### config.mk
export PLATFORM = sky130hd
export DESIGN_NAME = tick_alarm_queue_unit_flat
export DESIGN_NICKNAME = d
export VERILOG_FILES = /design/src/design/tkaq_pkg.sv /design/src/design/tkaq_if.sv /design/src/design/tick_alarm_queue_unit.sv /design/src/design/tkaq_cell.sv /design/src/flat_wrapper.sv
export SDC_FILE = /design/constraint.sdc
export NUM_CORES = 2
export LEC_CHECK = 0
export ABC_AREA = 1
export BUFFER_PORTS_ARGS = -buffer_cell sky130_fd_sc_hd__buf_4
export CAP_MARGIN = 10
export CORE_MARGIN = 1.5
export CORE_UTILIZATION = 43
export CTS_CLUSTER_DIAMETER = 50
export DETAILED_ROUTE_END_ITERATION = 6
export PLACE_DENSITY_LB_ADDON = 0.25
export REMOVE_ABC_BUFFERS = 1
export SLEW_MARGIN = 0
export SYNTH_ARGS = -nofsm -noshare
export SYNTH_HDL_FRONTEND = slang
export SYNTH_HIERARCHICAL = 1
export SYNTH_SLANG_ARGS = --single-unit
### constraint.sdc
create_clock -name clk -period 8.26 [get_ports clk]
set_input_delay 1.652 -clock clk [delete_from_list [all_inputs] [get_ports clk]]
set_output_delay 1.652 -clock clk [all_outputs]
set_load 0.02 [all_outputs]
### src/design/tkaq_pkg.sv
// Shared widths, limits and types of the tick alarm queue.
`default_nettype none
package tkaq_pkg;

  localparam int SLOT_W          = 4;
  localparam int TICK_W          = 32;
  localparam int DEF_NUM_ALARMS  = 16;
  localparam int MAX_OUT         = 16;

  typedef enum logic {
    REQ_TICK = 1'b0,  // one timer tick
    REQ_SET  = 1'b1   // set or cancel an alarm
  } req_kind_t;

  typedef struct packed {
    logic              valid;
    logic [SLOT_W-1:0] slot;
    logic [TICK_W-1:0] deadline;
  } entry_t;

  typedef struct packed {
    logic shift;   // take the right neighbour's entry
    logic insert;  // sorted insert of the broadcast entry
  } cell_ctl_t;

  localparam entry_t ENTRY_NONE = '{valid: 1'b0, slot: '0, deadline: '0};

endpackage
`default_nettype wire

### src/design/tkaq_if.sv
// Request and result channel interfaces of the tick alarm queue.
`default_nettype none
interface tkaq_req_if;
  import tkaq_pkg::*;
  logic              valid;
  logic              ready;
  logic              req_type;
  logic [SLOT_W-1:0] alarm_slot;
  logic [TICK_W-1:0] delay_ticks;
  modport source (output valid, req_type, alarm_slot, delay_ticks, input ready);
  modport sink   (input valid, req_type, alarm_slot, delay_ticks, output ready);
endinterface

interface tkaq_res_if;
  import tkaq_pkg::*;
  logic              valid;
  logic              ready;
  logic              fired;
  logic [SLOT_W-1:0] fired_slot;
  logic [TICK_W-1:0] now_tick;
  logic              last;
  modport source (output valid, fired, fired_slot, now_tick, last, input ready);
  modport sink   (input valid, fired, fired_slot, now_tick, last, output ready);
endinterface
`default_nettype wire

### src/design/tick_alarm_queue_unit.sv
// Tick alarm queue: tick counter with a deadline-sorted chain of alarm cells.
// Set item: cancel done on accept; insert and registered ack follow in ST_ACK once res is free.
// Tick item: counted on accept, then one result per cycle from the chain head while res is
// free: one per fired alarm (at most 16) or a plain ack; one item is in work at a time.
// Synchronous reset clears the tick counter, the cell valid bits and the result valid bit.
`default_nettype none
module tick_alarm_queue_unit #(
  parameter int NUM_ALARMS = tkaq_pkg::DEF_NUM_ALARMS
) (
  input  wire        clk,
  input  wire        rst,
  tkaq_req_if.sink   req,
  tkaq_res_if.source res
);
  import tkaq_pkg::*;

  localparam int CNT_W = (MAX_OUT > 1) ? $clog2(MAX_OUT) : 1;

  localparam logic [1:0] ST_IDLE = 2'd0;
  localparam logic [1:0] ST_ACK  = 2'd1;
  localparam logic [1:0] ST_POP  = 2'd2;

  logic [1:0]        state;
  logic [1:0]        state_next;
  logic [TICK_W-1:0] tick_count;
  logic [CNT_W-1:0]  pop_cnt;
  logic              pend_ins;
  entry_t            ins_ent;

  logic              out_valid;
  logic              out_fired;
  logic [SLOT_W-1:0] out_slot;
  logic [TICK_W-1:0] out_tick;
  logic              out_last;

  entry_t            ent      [NUM_ALARMS];
  entry_t            right_of [NUM_ALARMS];
  entry_t            left_of  [NUM_ALARMS];
  logic [NUM_ALARMS-1:0] gt;
  logic [NUM_ALARMS-1:0] match;
  logic [NUM_ALARMS-1:0] drop_mask;
  logic [NUM_ALARMS-1:0] left_gt;
  cell_ctl_t         ctl [NUM_ALARMS];

  logic accept, is_set, slot_ok, drop_now, pop_now, emit, out_free;
  logic head_due, next_due, pop_last, ins_now;

  assign accept   = req.valid && req.ready;
  assign is_set   = (req.req_type == REQ_SET);
  assign slot_ok  = 32'(req.alarm_slot) < NUM_ALARMS;
  assign drop_now = accept && is_set && slot_ok;
  assign out_free = !out_valid || res.ready;

  assign head_due = ent[0].valid && (ent[0].deadline <= tick_count);
  assign next_due = right_of[0].valid && (right_of[0].deadline <= tick_count);
  assign pop_last = (pop_cnt == CNT_W'(MAX_OUT - 1)) || !next_due;
  assign pop_now  = (state == ST_POP) && out_free && head_due;
  assign ins_now  = (state == ST_ACK) && out_free && pend_ins;
  assign emit     = out_free && ((state == ST_ACK) || (state == ST_POP));

  // At most one cell matches; every cell from it rightwards moves left
  assign drop_mask = ~(match - NUM_ALARMS'(1));

  assign req.ready = (state == ST_IDLE);

  genvar i;
  generate
    for (i = 0; i < NUM_ALARMS; i++) begin : g_cell
      if (i == NUM_ALARMS - 1) begin : g_end
        assign right_of[i] = ENTRY_NONE;
      end else begin : g_mid
        assign right_of[i] = ent[i+1];
      end
      if (i == 0) begin : g_head
        assign left_of[i] = ins_ent;
        assign left_gt[i] = 1'b0;
      end else begin : g_body
        assign left_of[i] = ent[i-1];
        assign left_gt[i] = gt[i-1];
      end
      assign ctl[i].shift  = pop_now || (drop_now && drop_mask[i]);
      assign ctl[i].insert = ins_now;

      tkaq_cell u_cell (
        .clk       (clk),
        .rst       (rst),
        .ctl       (ctl[i]),
        .prev_gt   (left_gt[i]),
        .prev_ent  (left_of[i]),
        .next_ent  (right_of[i]),
        .ins_ent   (ins_ent),
        .drop_slot (req.alarm_slot),
        .ent       (ent[i]),
        .gt        (gt[i]),
        .match     (match[i])
      );
    end
  endgenerate

  always_comb begin
    state_next = state;
    unique case (state)
      ST_IDLE: if (accept) state_next = is_set ? ST_ACK : ST_POP;
      ST_ACK:  if (out_free) state_next = ST_IDLE;
      ST_POP:  if (out_free && (!head_due || pop_last)) state_next = ST_IDLE;
      default: state_next = ST_IDLE;
    endcase
  end

  always_ff @(posedge clk) begin
    if (rst) begin
      state      <= ST_IDLE;
      tick_count <= '0;
      pop_cnt    <= '0;
      pend_ins   <= 1'b0;
      out_valid  <= 1'b0;
    end else begin
      state <= state_next;
      if (accept) begin
        pop_cnt <= '0;
        if (is_set) begin
          pend_ins <= slot_ok && (req.delay_ticks != '0);
        end else begin
          tick_count <= tick_count + TICK_W'(1);
        end
      end
      if (ins_now) pend_ins <= 1'b0;
      if (pop_now) pop_cnt <= pop_cnt + CNT_W'(1);
      if (emit) begin
        out_valid <= 1'b1;
      end else if (res.ready) begin
        out_valid <= 1'b0;
      end
    end
  end

  // Payload registers
  always_ff @(posedge clk) begin
    if (accept && is_set) begin
      ins_ent.valid    <= 1'b1;
      ins_ent.slot     <= req.alarm_slot;
      ins_ent.deadline <= tick_count + req.delay_ticks;
    end
    if (emit) begin
      out_tick <= tick_count;
      if (pop_now) begin
        out_fired <= 1'b1;
        out_slot  <= ent[0].slot;
        out_last  <= pop_last;
      end else begin
        out_fired <= 1'b0;
        out_slot  <= '0;
        out_last  <= 1'b1;
      end
    end
  end

  assign res.valid      = out_valid;
  assign res.fired      = out_fired;
  assign res.fired_slot = out_slot;
  assign res.now_tick   = out_tick;
  assign res.last       = out_last;

endmodule
`default_nettype wire

### src/design/tkaq_cell.sv
// One cell of the sorted alarm chain: holds one queued alarm.
`default_nettype none
module tkaq_cell (
  input  wire                       clk,
  input  wire                       rst,
  input  tkaq_pkg::cell_ctl_t       ctl,
  input  wire                       prev_gt,
  input  tkaq_pkg::entry_t          prev_ent,
  input  tkaq_pkg::entry_t          next_ent,
  input  tkaq_pkg::entry_t          ins_ent,
  input  wire [tkaq_pkg::SLOT_W-1:0] drop_slot,
  output tkaq_pkg::entry_t          ent,
  output logic                      gt,
  output logic                      match
);
  import tkaq_pkg::*;

  // Chain is sorted and packed, so gt is low on a prefix and high after it
  assign gt    = !ent.valid || (ent.deadline > ins_ent.deadline);
  assign match = ent.valid && (ent.slot == drop_slot);

  always_ff @(posedge clk) begin
    if (rst) begin
      ent.valid <= 1'b0;
    end else if (ctl.shift) begin
      ent <= next_ent;
    end else if (ctl.insert && gt) begin
      ent <= prev_gt ? prev_ent : ins_ent;
    end
  end

endmodule
`default_nettype wire

### src/flat_wrapper.sv
// flat-port wrapper written by rule: the top's interface ports become plain ports
module tick_alarm_queue_unit_flat import tkaq_pkg::*;
#(
  parameter int NUM_ALARMS = tkaq_pkg::DEF_NUM_ALARMS
)
  (clk, rst, req_valid, req_req_type, req_alarm_slot, req_delay_ticks, req_ready, res_valid, res_fired, res_fired_slot, res_now_tick, res_last, res_ready);
  tkaq_req_if req_i ();
  tkaq_res_if res_i ();
  input  wire clk;
  input  wire rst;
  input wire logic [$bits(req_i.valid)-1:0] req_valid;
  input wire logic [$bits(req_i.req_type)-1:0] req_req_type;
  input wire logic [$bits(req_i.alarm_slot)-1:0] req_alarm_slot;
  input wire logic [$bits(req_i.delay_ticks)-1:0] req_delay_ticks;
  output wire logic [$bits(req_i.ready)-1:0] req_ready;
  output wire logic [$bits(res_i.valid)-1:0] res_valid;
  output wire logic [$bits(res_i.fired)-1:0] res_fired;
  output wire logic [$bits(res_i.fired_slot)-1:0] res_fired_slot;
  output wire logic [$bits(res_i.now_tick)-1:0] res_now_tick;
  output wire logic [$bits(res_i.last)-1:0] res_last;
  input wire logic [$bits(res_i.ready)-1:0] res_ready;
  assign req_i.valid = req_valid;
  assign req_i.req_type = req_req_type;
  assign req_i.alarm_slot = req_alarm_slot;
  assign req_i.delay_ticks = req_delay_ticks;
  assign req_ready = req_i.ready;
  assign res_valid = res_i.valid;
  assign res_fired = res_i.fired;
  assign res_fired_slot = res_i.fired_slot;
  assign res_now_tick = res_i.now_tick;
  assign res_last = res_i.last;
  assign res_i.ready = res_ready;
  tick_alarm_queue_unit #(.NUM_ALARMS(NUM_ALARMS)) u_core (.clk(clk), .rst(rst), .req(req_i), .res(res_i));
endmodule
After elaboration in Yosys (flattened, before gate mapping). Index checks and enable logic that the tools add are counted.

$lt $le $gt $ge: 18. Bitwise gates (word level): 3. Add/sub/neg operators: 4. Multiplexer cells: 56. Reduce and logical (&&, ||, !) cells: 154. Equality and inequality tests: 22.

Operator list (number): $mux W37 (45); $gt A32 B32 Y1 (16); $eq A4 B4 Y1 (16); $le A32 B32 Y1 (2); $logic_and A1 B1 Y1 (58); $logic_or A1 B1 Y1 (36); $mux W36 (1); $reduce_and A2 Y1 (18); $reduce_bool A2 Y1 (18); $add A32 B1 Y32 const B (1); $add A32 B32 Y32 (1); $reduce_bool A32 Y1 (1); $logic_not A1 Y1 (19); $not A16 Y16 (1); $sub A16 B1 Y16 const B (1); $mux W2 (4); $mux W4 (2); $pmux W2 S3 (1); $add A4 B1 Y4 const B (1); $eq A4 B4 Y1 const B (1); $ne A2 B2 Y1 const B (2); $reduce_or A2 Y1 (2); $mux W1 (3); $reduce_and A3 Y1 (1); other kinds (5) (6).

Register bits: 706.

Depth between registers and ports, before layout.
Depth in word-level cells: 8. Mapped depth: 23. Depth with buffers taken out: 20.

Cells and area by module. Netlist, hierarchy kept.

By module, submodules not included: tkaq_cell (area an instance 2786.4 um^2, cells an instance 362, times used 16); tick_alarm_queue_unit (area an instance 7928.9 um^2, cells an instance 951, times used 1).

Worst setup path before layout. No wires, ideal clock.

Path kind: input-to-reg. Start: input port req_valid. End: register u_core/g_cell[13].u_cell/ent[0] (netlist name). Cell stages on the path: 9. Setup slack: 1307 ps. Buffers on the path: 3. Arrival: 6511 ps. Cells stage by stage: nand2_1 > nor2_1 > inv_1 > clkbuf_1 > o31ai_1 > buf_2 > inv_1 > clkbuf_1 > a21oi_1.

RTL lines: start, declared (line flat_wrapper.sv:11) `input wire logic [$bits(req_i.valid)-1:0] req_valid;`.

==> results.py <==
metrics = {
    "run_status": {
        "status": "finished with violations",
        "violations": "design-rule violations",
    },
    "logic_synthesis": {
        "syn_avg_cell_area_sq_um": 7.79,
        "muxShareOfSynthArea": 0,
        "synthCells": 6743,
        "syn_area_sq_mm": 0.0525,
        "synth_edf_count": 650,
        "synthTopCellsByArea": "edfxtp_1, ha_1, a21oi_1",
        "synth_compound_area_frac": 0.165,
        "yosysWarnings": 6,
        "yosys.area_share.simple": 0.197,
        "synth_top_area_share": 0.372,
        "ys_seq_area_frac": 0.393,
        "synthAdderAreaFrac": 0.146,
        "yosysTopAreaCell": "edfxtp_1",
        "yosys.area_share.xor_xnor": 0.0180,
        "async_flop_share": 0,
        "ys_types": 49,
        "synth-seq-cells": 706,
        "synth_top_family_by_area": "simple AND/OR/NAND/NOR gates",
        "synth_ff_type": "edfxtp_1",
    },
    "floorplan": {
        "coreArea_sq_mm": 0.121,
        "row_count": 128,
        "die_w_um": 352,
        "die_area_sq_mm": 0.124,
        "start_util": 0.433,
        "ios": 81,
        "die_h_um": 352,
    },
    "route": {
        "top_layer": "met4",
        "routedLengthMet1_um": 70800,
        "wl_met3_um": 14100,
        "drt_pass1_iterations": 7,
        "dr_total_vias": 47400,
        "dr_wl_met2_um": 84600,
        "drcViolationCount": 1,
        "routed_wirelength_um": 176000,
        "drtAntennaViolNets": 0,
        "route.detailed.wl_per_inst_um": 20.6,
        "via_per_inst": 5.55,
        "drt-initial-drc-count": 4669,
    },
    "hold_path": {
        "hold_end": "u_core/pop_cnt[0]",
        "worstHoldStart": "u_core/pop_cnt[0]",
        "holdPathStages": 1,
        "hold_class": "reg -> reg",
    },
    "clock_network": {
        "numCtsBuffers": 103,
        "ctsLongestPathBuffers": 3,
        "clk_pin_slew_ns": 0.06,
        "clk-insertion-delay-late_ns": 0.71,
        "cts_root_buffer": "clkbuf_16",
        "post-cts-setup-buffers": 0,
        "ctsResizeCount": 0,
        "htreeDepth": 3,
        "hold_buffers": 0,
        "clock_sinks": 706,
        "cts_tree": "yes",
    },
    "layout": {
        "final_layout_size_suffix_gt1_frac": 0.0745,
        "final_common_cell": "nand2_1",
        "fillers": 11900,
        "syn2layout_area_growth_pct": 12.1,
        "stdcell_area_sq_mm": 0.0589,
        "seqCellArea_sq_mm": 0.0206,
        "multiInputGateArea_sq_mm": 0.0281,
        "final_cells": 8546,
        "fin_util": 0.485,
        "layout.nets": 7484,
        "mostFrequentLayoutCells": "nand2_1, a21oi_1, nor2_1",
    },
    "timing": {
        "setup_viol": 0,
        "rsz0062_at_grt": "false",
        "fmax_ghz": 0.185,
        "drv_slew": 0,
        "min_period_ns": 5.41,
        "holdWs_ns": 0.486,
        "finClkSkew_ns": 0.0369,
        "fin_crit_sh": 0.655,
        "hold_viol": 0,
        "worst_pin_slew_ns": 1.21,
        "slew_headroom": 0.194,
    },
    "critical_path": {
        "worstSetupStartpointType": "primary input",
        "crit_chain": "buf_4 > xor2_1 > nor4_1 > inv_1 > nand3_1 > nor2_1 > inv_1 > nor2_1 > nand2_1 > nor2_1 > inv_1 > nor2_1 > a21boi_0 > o31ai_4 > buf_4 > inv_1 > buf_4 > a21oi_4 > buf_4",
        "critPathMaxStageDelay_ns": 0.55,
        "reg2reg_to": "u_core/g_cell[15].u_cell/ent[27]",
        "cp.arrival_ns": 5.77,
        "reg2reg_depth": 15,
        "r2r_slack_ns": 3.40,
        "crit_family": "buffers and inverters",
        "r2r_start": "u_core/tick_count[25]",
        "worstPathMaxFanout": 41,
        "critPathBufInv": 8,
        "end_kind": "register",
        "crit_required_ns": 8.62,
        "crit_type": "in -> reg",
        "slowest_stage": "a21oi_4",
    },
    "place": {
        "dp_hpwl_um": 127000,
        "gp_congestion": 0.889,
        "port_buffers": 80,
        "place_area_sq_mm": 0.0552,
        "dp_cells": 8343,
    },
    "global_routing": {
        "grt_pass1_wl_um": 267000,
        "grt_use_total": 0.274,
        "grt_pass1_vias": 45700,
        "antenna_found_initial": 7,
        "grt_overflow": 0,
        "grt_max_degree": 42,
    },
    "power": {
        "ir_drop_mv": 0.157,
        "cellLeakagePower_nw": 25.7,
        "total_power_w": 0.00932,
        "powerDensity_mw_per_mm2": 158,
    },
    "run": {
        "drv_cap": 0,
    },
}
## state kept, by name, summed over array words and instances (netlist names)
signal / count
u_core/res.last: 1
u_core/ins_ent: 36
u_core/g_cell.u_cell/ent: 592
u_core/tick_count: 32
u_core/state: 2
u_core/res.fired_slot: 4
u_core/pop_cnt: 4
u_core/pend_ins: 1
u_core/res.valid: 1
u_core/res.fired: 1
u_core/res.now_tick: 32
## cell usage after synthesis (all sizes together) (35+ instances only)
cell    instances
xor2           65
dfxtp          56
edfxtp        650
inv           829
o21ai          97
nor4           35
nand2        1507
buf           114
nand3          76
a21oi        1464
a21o           41
nand4          45
clkbuf        133
ha            613
nor2          860
xnor2          43
## layer usage
layer,up-vias,global-route usage
met5,-,0
met4,0,0.107
met3,441,0.0482
met1,22400,0.347
met2,1887,0.465
li1,22700,-
## how the worst max path moves through the flow
stage / start / to / slack (ns) / depth (start not counted)
floorplan: req_valid / u_core/g_cell[12].u_cell/ent[0] / -1.78 / 6
global placement: req_alarm_slot[3] / u_core/g_cell[15].u_cell/ent[11] / 2.12 / 20
detailed placement: req_alarm_slot[0] / u_core/g_cell[15].u_cell/ent[11] / 2.14 / 19
CTS: req_alarm_slot[0] / u_core/g_cell[15].u_cell/ent[14] / 2.85 / 19
global route: req_alarm_slot[0] / u_core/g_cell[15].u_cell/ent[20] / 2.44 / 19
finish: req_alarm_slot[0] / u_core/g_cell[15].u_cell/ent[27] / 2.85 / 19
## logic make-up after synthesis
family                     Yosys count
xor gates and xnor gates           108
adders and majority gates          614
DFF                                706
other                                2
AOI/OAI and AO/OA                 1653
buffers and inverters             1092
and+or+nand+nor                   2568
## stage by stage
step | TNS [ns] | worst slack, ns
6_report | 0 | 2.85
5_1_grt | 0 | 2.44
4_1_cts | 0 | 2.85
3_5_place_dp | 0 | 2.14
3_3_place_gp | 0 | 2.12
2_1_floorplan | -697.97 | -1.78
## area by class of cell
| cell class | count | area share |
|---|---|---|
| Timing Repair Buffer | 174 | 0.0236 |
| Multi-Input combinational cell | 4999 | 0.478 |
| Tap cell | 1625 | 0.0345 |
| Antenna cell | 5 | 0.000213 |
| Clock buffer | 119 | 0.0451 |
| Clock inverter | 73 | 0.0142 |
| Inverter | 845 | 0.0539 |
| Sequential cell | 706 | 0.351 |
## power breakdown
group	internal (W)	switching (W)	total (W)
Sequential	0.00393	0.0000519	0.00398
Combinational	0.000261	0.000532	0.000793
Clock	0.00272	0.00183	0.00455
Total	0.00690	0.00241	0.00932
Note: power is estimated with default switching activity, not from simulation.
